### config.mk
export PLATFORM = sky130hd
export DESIGN_NAME = sqv_queue
export DESIGN_NICKNAME = d
export VERILOG_FILES = /design/src/rtl/core/sqv_pkg.sv /design/src/rtl/core/sqv_queue.sv
export VERILOG_INCLUDE_DIRS = /design/src /design/src/rtl/core
export SDC_FILE = /design/constraint.sdc
export NUM_CORES = 1
export LEC_CHECK = 0
export BUFFER_PORTS_ARGS = -buffer_cell sky130_fd_sc_hd__buf_2
export CORE_AREA = 5 5 256 258
export DETAILED_ROUTE_END_ITERATION = 10
export DIE_AREA = 0 0 261 263
export MAX_ROUTING_LAYER = met4
export PLACE_DENSITY = 0.64
export SYNTH_ARGS = -nofsm -noshare
export SYNTH_HDL_FRONTEND = slang
export SYNTH_SLANG_ARGS = --single-unit
### constraint.sdc
create_clock -name clk -period 10 [get_ports clk]
set_input_delay 1 -clock clk [delete_from_list [all_inputs] [get_ports clk]]
set_output_delay 1 -clock clk [all_outputs]
set_load 0.02 [all_outputs]
### src/rtl/core/sprite_quad_vertex_gen_assert.svh
// assertion macros shared by the sprite quad vertex generator
`ifndef SPRITE_QUAD_VERTEX_GEN_ASSERT_SVH
`define SPRITE_QUAD_VERTEX_GEN_ASSERT_SVH

// condition holds in the same cycle
`define SQV_ASSERT_NOW(label, ante, cons, msg) \
  label: assert property (@(posedge clk) disable iff (rst) (ante) |-> (cons)) \
    else $error(msg);

// condition holds in the following cycle
`define SQV_ASSERT_NEXT(label, ante, cons, msg) \
  label: assert property (@(posedge clk) disable iff (rst) (ante) |=> (cons)) \
    else $error(msg);

`endif

### src/rtl/core/sqv_pkg.sv
`default_nettype none

package sqv_pkg;

  // stream widths
  localparam int unsigned IN_TDATA_W  = 192;
  localparam int unsigned OUT_TDATA_W = 112;

  // configuration register indexes
  localparam logic [3:0] REG_UV_LEFT   = 4'd0;
  localparam logic [3:0] REG_UV_TOP    = 4'd1;
  localparam logic [3:0] REG_UV_RIGHT  = 4'd2;
  localparam logic [3:0] REG_UV_BOTTOM = 4'd3;

  // defaults
  localparam int unsigned TRIG_BITS_DEF = 10;
  localparam int unsigned QUEUE_DEPTH   = 2;

  // angle handling, degrees in Q9.7
  localparam int unsigned DEG_TURN   = 46080;
  localparam int unsigned ROUND_TURN = 23040;
  // floor(m / 45) as (m * RECIP_45) >> RECIP_SHIFT, exact for m below 2^28
  localparam int unsigned RECIP_W     = 27;
  localparam logic [RECIP_W-1:0] RECIP_45 = 27'd95443718;
  localparam int unsigned RECIP_SHIFT = 32;
  localparam logic [63:0] PI_Q30 = 64'd3373259426;

  // trig and position constants
  localparam logic signed [16:0] COS_ONE = 17'sd32768;
  localparam logic signed [31:0] POS_MAX = 32'sd8388607;
  localparam logic signed [31:0] POS_MIN = -32'sd8388608;

  // vertex order TL, BL, BR, TL, TR, BR: bit i set where the corner is on the negative side
  localparam logic [2:0] LAST_VERTEX = 3'd5;
  localparam logic [5:0] NEG_X_MASK  = 6'b001011;
  localparam logic [5:0] NEG_Y_MASK  = 6'b011001;

  typedef struct packed {
    logic [11:0] sprite_width;
    logic [11:0] sprite_height;
    logic [15:0] scale_factor;
    logic [23:0] pos_x;
    logic [23:0] pos_y;
    logic [23:0] offset_x;
    logic [23:0] offset_y;
    logic [16:0] angle_deg;
    logic [31:0] tint_color;
    logic        flip_x;
    logic        flip_y;
  } sprite_t;

  typedef struct packed {
    logic [15:0] left;
    logic [15:0] top;
    logic [15:0] right;
    logic [15:0] bottom;
  } uv_t;

  // geometry carried down the front pipeline
  typedef struct packed {
    logic [27:0] hx;
    logic [27:0] hy;
    logic [24:0] cx;
    logic [24:0] cy;
    logic [31:0] color;
    logic [15:0] u_l;
    logic [15:0] u_r;
    logic [15:0] v_t;
    logic [15:0] v_b;
  } geom_t;

  // one sprite ready for vertex expansion
  typedef struct packed {
    logic [45:0] xa;   // hx * cos
    logic [45:0] xb;   // hy * sin
    logic [45:0] ya;   // hx * sin
    logic [45:0] yb;   // hy * cos
    logic [24:0] cx;
    logic [24:0] cy;
    logic [31:0] color;
    logic [15:0] u_l;
    logic [15:0] u_r;
    logic [15:0] v_t;
    logic [15:0] v_b;
  } item_t;

  // round half up of 32768*sin(2*pi*r/2^bits) for r in the first quadrant
  function automatic logic [14:0] quarter_sine(input logic [63:0] r, input int unsigned bits);
    logic [63:0]        x;
    logic [63:0]        x2;
    logic [63:0]        t;
    logic signed [63:0] s;
    x  = (64'd2 * PI_Q30 * r) >> bits;
    x2 = (x * x) >> 30;
    s  = $signed(x);
    t  = ((x * x2) >> 30) / 64'd6;
    s  = s - $signed(t);
    t  = ((t * x2) >> 30) / 64'd20;
    s  = s + $signed(t);
    t  = ((t * x2) >> 30) / 64'd42;
    s  = s - $signed(t);
    t  = ((t * x2) >> 30) / 64'd72;
    s  = s + $signed(t);
    t  = ((t * x2) >> 30) / 64'd110;
    s  = s - $signed(t);
    t  = ((t * x2) >> 30) / 64'd156;
    s  = s + $signed(t);
    if (s < 0) begin
      s = 0;
    end
    s = (s + 64'sd16384) >>> 15;
    if (s > 64'sd32767) begin
      s = 64'sd32767;
    end
    return s[14:0];
  endfunction

endpackage

`default_nettype wire

### src/rtl/core/sqv_queue.sv
`default_nettype none

`include "sprite_quad_vertex_gen_assert.svh"

module sqv_queue import sqv_pkg::*; #(
  parameter int unsigned DEPTH = QUEUE_DEPTH
) (
  input  logic  clk,
  input  logic  rst,
  input  logic  push,
  input  item_t push_item,
  output logic  full,
  input  logic  pop,
  output logic  head_valid,
  output item_t head_item
);

  localparam int unsigned PW = (DEPTH > 1) ? $clog2(DEPTH) : 1;
  localparam int unsigned CW = $clog2(DEPTH + 1);

  item_t         mem [DEPTH];
  logic [PW-1:0] wr_ptr;
  logic [PW-1:0] rd_ptr;
  logic [CW-1:0] count;
  logic          do_push;
  logic          do_pop;

  assign full       = (count == CW'(DEPTH));
  assign head_valid = (count != '0);
  assign head_item  = mem[rd_ptr];
  assign do_push    = push && !full;
  assign do_pop     = pop && head_valid;

  // entry storage
  always_ff @(posedge clk) begin
    if (do_push) begin
      mem[wr_ptr] <= push_item;
    end
  end

  // pointers and fill level
  always_ff @(posedge clk) begin
    if (rst) begin
      wr_ptr <= '0;
      rd_ptr <= '0;
      count  <= '0;
    end else begin
      if (do_push) begin
        wr_ptr <= (wr_ptr == PW'(DEPTH - 1)) ? '0 : wr_ptr + 1'b1;
      end
      if (do_pop) begin
        rd_ptr <= (rd_ptr == PW'(DEPTH - 1)) ? '0 : rd_ptr + 1'b1;
      end
      case ({do_push, do_pop})
        2'b10:   count <= count + 1'b1;
        2'b01:   count <= count - 1'b1;
        default: count <= count;
      endcase
    end
  end

  `SQV_ASSERT_NOW(a_no_push_when_full, push, !full, "push into a full queue")
  `SQV_ASSERT_NOW(a_count_bound, 1'b1, count <= CW'(DEPTH), "queue fill level out of range")

endmodule

`default_nettype wire

# Word-level counts from Yosys, hierarchy flattened

Memory sizes are Yosys's and may differ from the RTL's. A register that Yosys moved wholly into a read port is not among the register bits.
Cells that the tools add are included.

Memories: 1
Memory bits (writable): 660
Output and inout port bits: 332
Logic and storage cells: 23
Input port bits: 334
Register bits after elaboration: 4

Memory list:

| name | words | width | read ports | clocked after Yosys merged registers in | write ports | RTL line        | RTL |
|---|---|---|---|---|---|---|---|
| mem  | 2     | 330   | 1          | 1                                       | 1           | sqv_queue.sv:21 | `item_t mem [DEPTH];` |

Mux-type cells: 7
Add/subtract/negate cells: 4
Reduce and logical (&&, ||, !) cells: 5
Equal/unequal tests: 3

Operators with widths:

| kind                                                                   | number |
|---|---|
| 1-bit 2-to-1 mux                                                       | 6 |
| 2-bit equality test (second input constant)                            | 2 |
| 2-bit case mux with 2 select lines                                     | 1 |
| 2-bit nonzero test                                                     | 2 |
| 1-bit adder (second input constant)                                    | 2 |
| 2-bit by 1-bit adder with 2-bit output (second input constant)         | 1 |
| 2-bit by 1-bit equality test with 1-bit output (second input constant) | 1 |
| 1-bit logical AND                                                      | 2 |
| 2-bit by 1-bit subtractor with 2-bit output (second input constant)    | 1 |
| 1-bit zero test                                                        | 1 |

# Longest topological paths before layout

Gate-level depths: netlist (run 1).

Word-level depth: 5
Depth in mapped cells: 6
Gate-level depth less buffers: 6

# Least setup slack after synthesis (run 1)

No wires, ideal clock.

Path kind: in2reg
Start point: input push
End point: memory mem[1][0] (netlist bit), enable pin
Stages: 1
Buffers on the path: 0
Setup slack: 0.715 ns
Required time: 9.264 ns
Arrival time: 8.548 ns
Setup time: 0.736 ns
Cell sequence: and3_1

Word-level cells in the longest chain between the ends: 3

RTL lines:

| element                                | RTL line        | RTL |
|---|---|---|
| start, declared                        | sqv_queue.sv:10 | `input logic push,` |
| 1-bit logical AND                      | sqv_queue.sv:31 | `assign do_push = push && !full;` |
| 1-bit 2-to-1 mux                       | sqv_queue.sv:36 | `if (do_push) begin` |
| 1-bit 2-to-1 mux (implied by the code) | sqv_queue.sv:37 | `mem[wr_ptr] <= push_item;` |
| end, declared                          | sqv_queue.sv:21 |  |

No other way between the ends.

==> parameters.txt, run 1 <==
Parameter                              Value

STA
  Number of slew-limit violations in the final report    0
  Number of failing setup endpoints in the final timing report    0
  Min Tclk post-route    4.62 ns
  Total negative setup slack    0 ns
  Share of the cycle needed by the critical path after routing    46.2%
  Setup repair after global routing missed its margin    false
  Max transition margin    10.9%
  Worst Tran Pin Value    1.34 ns
  Maximum clock skew at final layout    0.0175 ns
  Final Hold Viols    0
  Highest achievable clock rate    216 MHz

Power and ir drop
  Power dissipated by switching net loads    2.59 mW
  Switching part of the total    30.8%
  Relative contribution of sequential cells to total power    43.4%
  Worst VDD drop    325 uV
  Power per unit of standard cell area    275 mW/mm2
  Static leakage    11.2 nW
  Power Internal    5.81 mW
  Proportion of power drawn by the clock network    29.2%
  Share of power burned in combinational logic    27.4%

Die
  I/O pin cnt    666
  Total die area    0.0686 mm2
  Chip Width    261 um
  Floorplan Core Area    0.0627 mm2
  Starting utilization of the core area    38.5%
  Number of standard-cell rows in the floorplan    92
  Height of the chip    263 um

Layout
  Signed area change from the synthesized netlist to the final layout    26.3%
  Storage element area    0.0199 mm2
  Fraction of layout cells with a size suffix above 1    61.0%
  Count of filler cells inserted in the layout    5,264
  Net count, final    2,096
  Area taken by multi-input logic gates    0.00384 mm2
  Post-layout instance area    0.0305 mm2

Synthesis
  Cell with the most instances after synthesis    sky130_fd_sc_hd__edfxtp_1
  Number of enable flip-flop cells after synthesis    660
  Distinct cell type count of the synthesized netlist    19
  Average size of a mapped cell    22.9 um2
  Total standard cell area after synthesis    0.0242 mm2
  Share of the synthesized area in the top cell type    82.1%
  Top cell types by occurrence after synthesis    sky130_fd_sc_hd__edfxtp_1 (660), sky130_fd_sc_hd__mux2_2 (330), sky130_fd_sc_hd__buf_6 (33), sky130_fd_sc_hd__dfxtp_1 (5), sky130_fd_sc_hd__buf_2 (4)
  Cell type contributing the most total cell area after synthesis    sky130_fd_sc_hd__edfxtp_1
  Fraction of the yosys area taken by sequential cells    82.5%
  Area contributors post-synth    sky130_fd_sc_hd__edfxtp_1 (82%), sky130_fd_sc_hd__mux2_2 (15%), sky130_fd_sc_hd__buf_6 (1.5%)
  Ys flop type    sky130_fd_sc_hd__edfxtp_1
  Total nets after synthesis    1,388
  Cells after Synth    1,053
  Synthesized flop and latch total    665
  Fraction of registers with async set or reset after synthesis    0%
  Number of warnings reported in the yosys synthesis log    0

Clock network
  Later-pin clock latency in the skew report    0.59 ns
  Resize count post-CTS    0
  Clk buf depth    3
  Clk slew on worst S/H paths    0.06 ns
  Num Clock Sinks    665
  Number of CTS-inserted buffers    70
  H-tree lvl count    3
  Number of buffers added for setup after CTS    0
  CTS tree    done
  Number of buffers added to fix hold violations after cts    0
  Cell at the root of the clock tree    sky130_fd_sc_hd__clkbuf_16

Critical path
  Critical R2R Capture    mem[1][304]$_DFFE_PP_
  Crit path arrival time    3.62 ns
  Worst setup path category    reg -> out
  Critical register-to-register path startpoint    count[0]$_SDFFE_PP0P_
  Crit end category    output port
  Maximum fanout count along the critical path    66
  Data required time of the critical path    9.00 ns
  Critical path destination    head_item[297]
  R2R depth    4
  Setup slack of the most critical reg-to-reg path    6.64 ns
  Critical Path Source Type    flip-flop

Global route
  Total global-route track usage    16.6%
  Largest net degree at the start of global routing    163
  Antenna violations before repair    26
  Global-route wire length before repair    83.2 mm
  Global route overflow    0
  Number of global-route vias before repair    13,400

Placed design
  Number of I/O port buffers    665
  Final weighted congestion in routability-driven placement    0.838
  Total placed instance area    0.0283 mm2
  Final HPWL DP    40.2 mm

Drt
  Vias per Instance    4.65
  Detailed-route via count    12,500
  Iteration-0 DRC Markers    839
  Total detailed-routing wirelength    57.8 mm
  Post-detailed-route count of antenna-violating nets    0
  Final routed DRC violation total    0
  Drt wl/cell    21.5 um
  First-pass DRT Iterations    4

Worst hold path
  Worst min-delay path category    reg -> reg
  Hold wc startpoint    wr_ptr$_SDFFE_PP0N_

Status
  Result of the run    finished clean

Flow run
  Count of maximum capacitance violations    0
## per-stage QoR
| step | worst slack [ns] | power (mW) | hold slack (ns) | std cells | util, % |
|---|---|---|---|---|---|
| after floorplan | 0.715 | 5.41 | 0.452 | 1053 | - |
| after global placement | 6.09 | 6.01 | 0.477 | 2535 | 45.0 |
| after detailed placement | 5.98 | 6.04 | 0.525 | 2535 | 45.0 |
| after CTS | 5.30 | 8.53 | 0.522 | 2658 | 48.5 |
| after global routing | 5.17 | 8.77 | 0.524 | 2684 | 48.6 |
| final | 5.38 | 8.40 | 0.541 | 2685 | 48.6 |
## logic make-up after synthesis
kind of cell,synth area share (%)
compound gates,0.114
xor+xnor,0.109
mux,15.4
flops,82.5
buf+inv,1.67
fa+ha+maj,0.0518
simple gates,0.202
## cell type report
class,instances,share of cell area [%]
multi-input combinational,348,12.6
tap,846,3.47
clock inverter,34,1.04
antenna,27,0.221
inverter,3,0.0615
sequential,665,65.3
timing repair buffer,673,11.2
clock buffer,89,6.11
## cells in the final DEF, fill, tap and decap left out, types with 2 or more instances in the layout
cell / n
sky130_fd_sc_hd__a21oi_1: 2
sky130_fd_sc_hd__xnor2_1: 2
sky130_fd_sc_hd__o21ai_0: 2
sky130_fd_sc_hd__clkbuf_1: 17
sky130_fd_sc_hd__bufinv_16: 3
sky130_fd_sc_hd__buf_12: 3
sky130_fd_sc_hd__mux2_2: 330
sky130_fd_sc_hd__diode_2: 27
sky130_fd_sc_hd__clkinvlp_4: 2
sky130_fd_sc_hd__nor2_1: 3
sky130_fd_sc_hd__buf_2: 665
sky130_fd_sc_hd__or3_1: 2
sky130_fd_sc_hd__edfxtp_1: 660
sky130_fd_sc_hd__clkinv_1: 9
sky130_fd_sc_hd__clkbuf_16: 72
sky130_fd_sc_hd__dfxtp_1: 4
sky130_fd_sc_hd__clkinv_2: 12
sky130_fd_sc_hd__clkinv_8: 2
sky130_fd_sc_hd__buf_4: 5
sky130_fd_sc_hd__inv_6: 3
## power by group through the flow
stage	registers, mW	clock network (mW)	logic [mW]
floorplan	3.76	0	1.64
global placement	3.69	0	2.31
detailed placement	3.71	0	2.33
CTS	3.65	2.53	2.35
global route	3.68	2.65	2.44
finish	3.65	2.45	2.30
## metal layers
layer | vias up | global-route usage, % | share of wire (%)
met5 | - | - | 0
met2 | 465 | 28.5 | 53
met3 | 104 | 5.16 | 8.1
li1 | 5674 | - | -
met1 | 6249 | 17.5 | 35
met4 | 0 | 7.34 | 3.4
## registers in the layout (all words and copies together) (netlist names), named ones only
register	cells
mem	660
wr_ptr	1
count	2
rd_ptr	1
## worst min path at each step
stage,slack [ns],endpoint,cells after the start
floorplan,0.45,wr_ptr$_SDFFE_PP0N_,2
global placement,0.48,wr_ptr$_SDFFE_PP0N_,2
detailed placement,0.52,wr_ptr$_SDFFE_PP0N_,2
CTS,0.52,mem[1][26]$_DFFE_PP_,1
global route,0.52,mem[1][264]$_DFFE_PP_,1
finish,0.54,wr_ptr$_SDFFE_PP0N_,2
## worst max-delay path, stage by stage, from the launching register on
cell,delay (ns)
sky130_fd_sc_hd__dfxtp_4,0.96
sky130_fd_sc_hd__buf_4,0.60
sky130_fd_sc_hd__buf_4,0.72
sky130_fd_sc_hd__mux2_2,0.43
sky130_fd_sc_hd__buf_2,0.17
Power figures use the tool's default switching activity.
==> run 2: changes to the inputs <==
ABC_AREA = 1   (was unset)
CORE_AREA = 5 5 254 256   (was 5 5 256 258)
DIE_AREA = 0 0 259 261   (was 0 0 261 263)
PLACE_DENSITY = 0.67   (was 0.64)
clock period = 4.8 ns   (was 10 ns; I/O delays follow)
==> run 2 against run 1 <==
  * Synthesized area up 6.0%
  * Sequential cell count unchanged
  * Largest cell class unchanged
  * Largest power group unchanged
  * Synthesized cell count up 1.3%
  * Sequential power up 100%
  * Clock-buffer cell count down 7
  * Setup slack worse by 3.8 ns
  * Combinational power up 59%
  * Critical endpoint is now head_item[194]
  * Global-route usage up 0.68 points
==> parameters.txt, run 2 <==
Parameter                              Value

Status
  Result of the run    finished clean

Synthesis
  Ys flop type    sky130_fd_sc_hd__edfxtp_1
  Share of the synthesized area in the top cell type    77.4%
  Distinct cell type count of the synthesized netlist    14
  Average size of a mapped cell    24.0 um2
  Number of enable flip-flop cells after synthesis    660
  Area contributors post-synth    sky130_fd_sc_hd__edfxtp_1 (77%), sky130_fd_sc_hd__mux2_4 (18%), sky130_fd_sc_hd__buf_12 (2.6%)
  Cells after Synth    1,067
  Fraction of the yosys area taken by sequential cells    77.8%
  Top cell types by occurrence after synthesis    sky130_fd_sc_hd__edfxtp_1 (660), sky130_fd_sc_hd__mux2_4 (300), sky130_fd_sc_hd__buf_12 (33), sky130_fd_sc_hd__mux2_2 (30), sky130_fd_sc_hd__nor2_1 (12)
  Synthesized flop and latch total    665
  Cell with the most instances after synthesis    sky130_fd_sc_hd__edfxtp_1
  Total nets after synthesis    1,402
  Total standard cell area after synthesis    0.0256 mm2
  Fraction of registers with async set or reset after synthesis    0%
  Cell type contributing the most total cell area after synthesis    sky130_fd_sc_hd__edfxtp_1
  Number of warnings reported in the yosys synthesis log    0

Worst hold path
  Worst min-delay path category    in -> reg

Placed design
  Final weighted congestion in routability-driven placement    0.809
  Number of I/O port buffers    665
  Post-Place Setup Slack    1.51 ns
  Final HPWL DP    43.1 mm

Layout
  Signed area change from the synthesized netlist to the final layout    24.9%
  Layout Utilization    51.3%
  Leading cell types in the layout, fill and taps excluded    sky130_fd_sc_hd__buf_2 (665), sky130_fd_sc_hd__edfxtp_1 (660), sky130_fd_sc_hd__mux2_4 (300)
  Count of filler cells inserted in the layout    5,021
  Fraction of layout cells with a size suffix above 1    61.2%
  Most frequent standard cell in the layout excluding fill and tap cells    sky130_fd_sc_hd__buf_2
  Flip-flop count of the largest register after layout    660
  Register name with the most flops    mem
  Net count, final    2,129
  Registers with the highest flip-flop counts    mem: 660 flops, count: 2 flops

Critical path
  Cells along the critical path    buf_4 -> mux2_4 -> buf_2
  Crit end category    output port
  Library cell contributing the largest single delay on the critical path    sky130_fd_sc_hd__dfxtp_4
  Maximum fanout count along the critical path    46
  Setup slack of the most critical reg-to-reg path    1.67 ns
  Largest delay contributor family on the critical path    flip-flops
  Crit path arrival time    2.73 ns
  Worst setup path category    reg -> out
  Critical Path Source Type    flip-flop
  Data required time of the critical path    4.32 ns
  Buffers and inverters on the worst path    2
  Crit path largest cell delay    1.00 ns

Die
  I/O pin cnt    666
  Chip Width    259 um
  Total die area    0.0676 mm2
  Number of standard-cell rows in the floorplan    92
  Height of the chip    261 um
  Floorplan Core Area    0.0623 mm2
  Starting utilization of the core area    41.1%

Drt
  Final routed DRC violation total    0
  Routed met2 length    31.7 mm
  First-pass DRT Iterations    4
  Vias per Instance    4.69
  Detailed-route via count    12,800
  Met3 WL post-DR    4.50 mm
  Routed length on met1    21.8 mm
  Total detailed-routing wirelength    60.1 mm
  Drt wl/cell    22.1 um
  Iteration-0 DRC Markers    695
  Highest layer used for signal routing    met4
  Post-detailed-route count of antenna-violating nets    0

Clock network
  Number of buffers added to fix hold violations after cts    0
  Num Clock Sinks    665
  Clk slew on worst S/H paths    0.06 ns
  Number of buffers added for setup after CTS    0
  CTS tree    done
  Cell at the root of the clock tree    sky130_fd_sc_hd__clkbuf_16
  Later-pin clock latency in the skew report    0.60 ns
  Clk buf depth    3
  H-tree lvl count    3
  Number of CTS-inserted buffers    70
  Resize count post-CTS    0

Flow run
  Count of maximum capacitance violations    0

Global route
  Total global-route track usage    17.2%
  Global route overflow    0
  Global-route wire length before repair    85.0 mm
  Number of global-route vias before repair    13,700
  Largest net degree at the start of global routing    83
  Antenna violations before repair    33

STA
  Setup repair after global routing missed its margin    false
  Number of failing setup endpoints in the final timing report    0
  Max transition margin    22.5%
  Setup WS post-layout    1.59 ns
  Final Hold Viols    0
  Worst Tran Pin Value    1.16 ns
  Number of slew-limit violations in the final report    0
  Maximum clock skew at final layout    0.0215 ns
  Share of the cycle needed by the critical path after routing    66.8%
  Min Tclk post-route    3.21 ns
  Total negative setup slack    0 ns
  Highest achievable clock rate    312 MHz

Power and ir drop
  Power per unit of standard cell area    509 mW/mm2
  Worst VDD drop    327 uV
  Static leakage    12.5 nW
  PnR Total Power    16.3 mW
## run 2: changes by cell type after synthesis, sizes merged, moves of 2 or more
cell	change
nand2	+7
nor2	+9
xnor2	-2
inv	+7
or3	-2
## run 2: stage by stage
| step | instances | area, um2 | hold slack, ns |
|---|---|---|---|
| 2_1_floorplan | 1067 | 25600 | 0.465 |
| 3_3_place_gp | 2568 | 29600 | 0.480 |
| 3_5_place_dp | 2568 | 29600 | 0.494 |
| 4_1_cts | 2692 | 31900 | 0.0151 |
| 5_1_grt | 2725 | 32000 | 0.0276 |
| 6_report | 2725 | 32000 | 0.0689 |
## run 2: power by group
group	internal [mW]	leakage [nW]	switching, mW
sequential	7.11	6.21	0.198
clock	3.09	1.10	2.20
combinational	1.55	5.15	2.11
## run 2: cell families (layout without fill, tap and decap cells)
group / Yosys count / in the layout / synth area share [%]
mux: 330 / 330 / 18.9
flops: 665 / 665 / 77.8
buf+inv: 47 / 826 / 2.83
fa+ha+maj: 1 / 1 / 0.0489
other cells: 0 / 33 / 0
compound gates: 3 / 3 / 0.0586
simple gates: 21 / 21 / 0.318
## run 2: area by class of cell
cell class                 instances  area, um2  area share [%]
sequential                       665      19900            62.3
multi-input combinational        355       4970            15.6
timing repair buffer             692       3620            11.3
clock buffer                      82       1800            5.62
tap                              846       1060            3.31
clock inverter                    42        467            1.46
antenna                           33       82.6           0.258
inverter                          10       41.3           0.129
## run 2: worst register-to-register path, delay by kind of cell (launching register included)
family,cells,cell delay [ns]
buf+inv,3,1.93
simple gates,3,0.30
flops,1,0.44
## run 2: layer usage
metal | GRT usage [%] | vias to the layer above
met5 | - | -
met1 | 19.0 | 6447
li1 | - | 5747
met3 | 5.01 | 122
met4 | 8.22 | 0
met2 | 29.0 | 458
## run 2: worst paths after layout
check | from | endpoint | depth (start not counted)
setup / recovery | flip-flop | head_item[194] | 3
hold / removal | push_item[325] | mem[1][325]$_DFFE_PP_ | 1
setup reg to reg | count[0]$_SDFFE_PP0P_ | mem[1][299]$_DFFE_PP_ | 6
hold reg to reg | rd_ptr$_SDFFE_PP0P_ | flip-flop | 2
==> run 3: changes to the inputs <==
CORE_AREA = 5 5 259 261   (was 5 5 254 256)
DIE_AREA = 0 0 264 266   (was 0 0 259 261)
clock period = 2.8 ns   (was 4.8 ns; I/O delays follow)
==> run 3 against run 2 <==
  * Sequential power up 71%
  * Combinational power up 86%
  * Clock skew is 0.0085 ns higher
  * Die area rose by 3.9%
  * Critical path depth is 1 higher
  * Setup slack got worse by 1.3 ns
  * Clock power rose by 76%
  * Hold slack barely moved
==> parameters.txt, run 3 (same netlist as run 2, synthesis figures left out) <==
Parameter                              Value

Die
  Floorplan Core Area    0.0642 mm2
  Height of the chip    266 um
  I/O pin cnt    666
  Number of standard-cell rows in the floorplan    93
  Starting utilization of the core area    39.8%
  Total die area    0.0702 mm2
  Chip Width    264 um

Global route
  Antenna violations before repair    7
  Total global-route track usage    17.5%
  Global route overflow    0
  Largest net degree at the start of global routing    151
  Number of global-route vias before repair    15,400
  Global-route wire length before repair    91.7 mm

Clock network
  Resize count post-CTS    0
  Number of CTS-inserted buffers    72
  CTS tree    done
  Cell at the root of the clock tree    sky130_fd_sc_hd__clkbuf_16
  Clk slew on worst S/H paths    0.06 ns
  Clk buf depth    3
  Later-pin clock latency in the skew report    0.60 ns
  Num Clock Sinks    665
  H-tree lvl count    3

Layout
  Signed area change from the synthesized netlist to the final layout    38.7%
  Register name with the most flops    mem
  Fraction of layout cells with a size suffix above 1    52.3%
  Leading cell types in the layout, fill and taps excluded    sky130_fd_sc_hd__buf_2 (665), sky130_fd_sc_hd__edfxtp_1 (660), sky130_fd_sc_hd__dlygate4sd3_1 (331)
  Net count, final    2,471
  Most frequent standard cell in the layout excluding fill and tap cells    sky130_fd_sc_hd__buf_2
  Registers with the highest flip-flop counts    mem: 660 flops, count: 2 flops
  Flip-flop count of the largest register after layout    660
  Count of filler cells inserted in the layout    4,857

Drt
  Final routed DRC violation total    0
  Iteration-0 DRC Markers    841
  Detailed-route via count    14,000
  Vias per Instance    4.59
  Total detailed-routing wirelength    62.8 mm
  Drt wl/cell    20.5 um
  First-pass DRT Iterations    5
  Post-detailed-route count of antenna-violating nets    0

Critical path
  R2R depth    6
  Crit path largest cell delay    0.54 ns
  Largest delay contributor family on the critical path    buffers and inverters
  Maximum fanout count along the critical path    29
  Library cell contributing the largest single delay on the critical path    sky130_fd_sc_hd__dfxtp_4
  Most frequent cell on the critical path    sky130_fd_sc_hd__buf_12
  Data required time of the critical path    2.52 ns
  Buffers and inverters on the worst path    3
  Critical Path Source Type    flip-flop
  Critical register-to-register path startpoint    count[1]$_SDFFE_PP0P_
  Worst setup path category    reg -> out
  Crit end category    output port
  Critical R2R Capture    mem[1][114]$_DFFE_PP_
  Crit path arrival time    2.24 ns
  Cells along the critical path    buf_12 -> buf_12 -> mux2_4 -> buf_2
  Setup slack of the most critical reg-to-reg path    0.80 ns

STA
  Maximum clock skew at final layout    0.0300 ns
  Highest achievable clock rate    397 MHz
  Share of the cycle needed by the critical path after routing    90.0%
  Number of failing setup endpoints in the final timing report    0
  Total negative setup slack    0 ns
  Setup repair after global routing missed its margin    false
  Final Hold Viols    0
  Setup WS post-layout    0.280 ns
  Min Tclk post-route    2.52 ns
  Number of slew-limit violations in the final report    0
  Worst Tran Pin Value    1.14 ns
  Max transition margin    24.3%

Placed design
  Number of I/O port buffers    665
  Final weighted congestion in routability-driven placement    0.834
  Final HPWL DP    42.7 mm
  Post-Place Setup Slack    0.862 ns

Power and ir drop
  Power per unit of standard cell area    806 mW/mm2
  Static leakage    14.0 nW
  Worst VDD drop    770 uV

Worst hold path
  Hold-critical path depth    5
  Hold wc startpoint    push
  Worst min-delay path category    in -> reg
  Hold worst-path end    wr_ptr$_SDFFE_PP0N_

Status
  Result of the run    finished clean

Flow run
  Count of maximum capacitance violations    0
==> run 3: layout make-up <==
| class | instances | area (um2) | share of cell area (%) |
|---|---|---|---|
| antenna | 7 | 17.5 | 0.0493 |
| clock buffer | 82 | 1880 | 5.30 |
| clock inverter | 49 | 477 | 1.34 |
| inverter | 10 | 41.3 | 0.116 |
| multi-input combinational | 355 | 4970 | 14.0 |
| sequential | 665 | 19900 | 56.1 |
| tap | 855 | 1070 | 3.01 |
| timing repair buffer | 1032 | 7120 | 20.1 |
==> run 3: per-layer routing <==
metal | GRT usage, % | share of wire, % | wire length (um)
met2 | 31.5 | 55 | 34300
met3 | 3.54 | 5.4 | 3380
met5 | - | 0 | 0
met1 | 18.7 | 36 | 22500
met4 | 7.68 | 4.2 | 2660
==> run 3: timing repair <==
item | 4_1_cts | 5_1_grt
endpoints found under the hold margin | 664 | 0
setup buffers | 0 | 0
setup endpoints to repair | 0 | 0
hold buffers | 331 | 0
==> run 3: tightest hold or removal path, cell delays in order <==
cell	delay, ns
sky130_fd_sc_hd__buf_2	0.10
sky130_fd_sc_hd__inv_1	0.06
sky130_fd_sc_hd__nor2_2	0.05
sky130_fd_sc_hd__nor2_1	0.08
sky130_fd_sc_hd__nor2_1	0.05
==> run 3: worst max-delay path by stage <==
stage | startpoint | endpoint | slack (ns) | cells after the start
CTS | flip-flop | head_item[266] | 0.21 | 4
floorplan | count[1]$_SDFFE_PP0P_ | mem[1][0]$_DFFE_PP_ | -3.23 | 5
finish | flip-flop | head_item[286] | 0.28 | 4
global route | flip-flop | head_item[266] | 0.18 | 4
global placement | push | mem[0][58]$_DFFE_PP_ | 0.87 | 7
detailed placement | count[1]$_SDFFE_PP0P_ | mem[0][58]$_DFFE_PP_ | 0.86 | 7
==> run 3: through the flow <==
stage	util [%]	hold slack [ns]	power [mW]	instance area, um2	std cells
final	55.3	0.0687	28.6	35500	3055
after floorplan	-	0.379	17.5	25600	1067
after global routing	55.3	0.0574	29.7	35500	3055
after global placement	46.4	0.467	19.0	29800	2586
after CTS	55.3	0.0147	28.9	35500	3048
after detailed placement	46.4	0.471	19.1	29800	2586
==> run 3: where the power goes <==
part	internal (mW)	total (mW)	leakage, nW	switching [mW]
clock	5.46	9.33	1.14	3.87
combinational	3.05	6.80	6.61	3.74
sequential	12.2	12.5	6.21	0.296
total	20.7	28.6	14.0	7.91
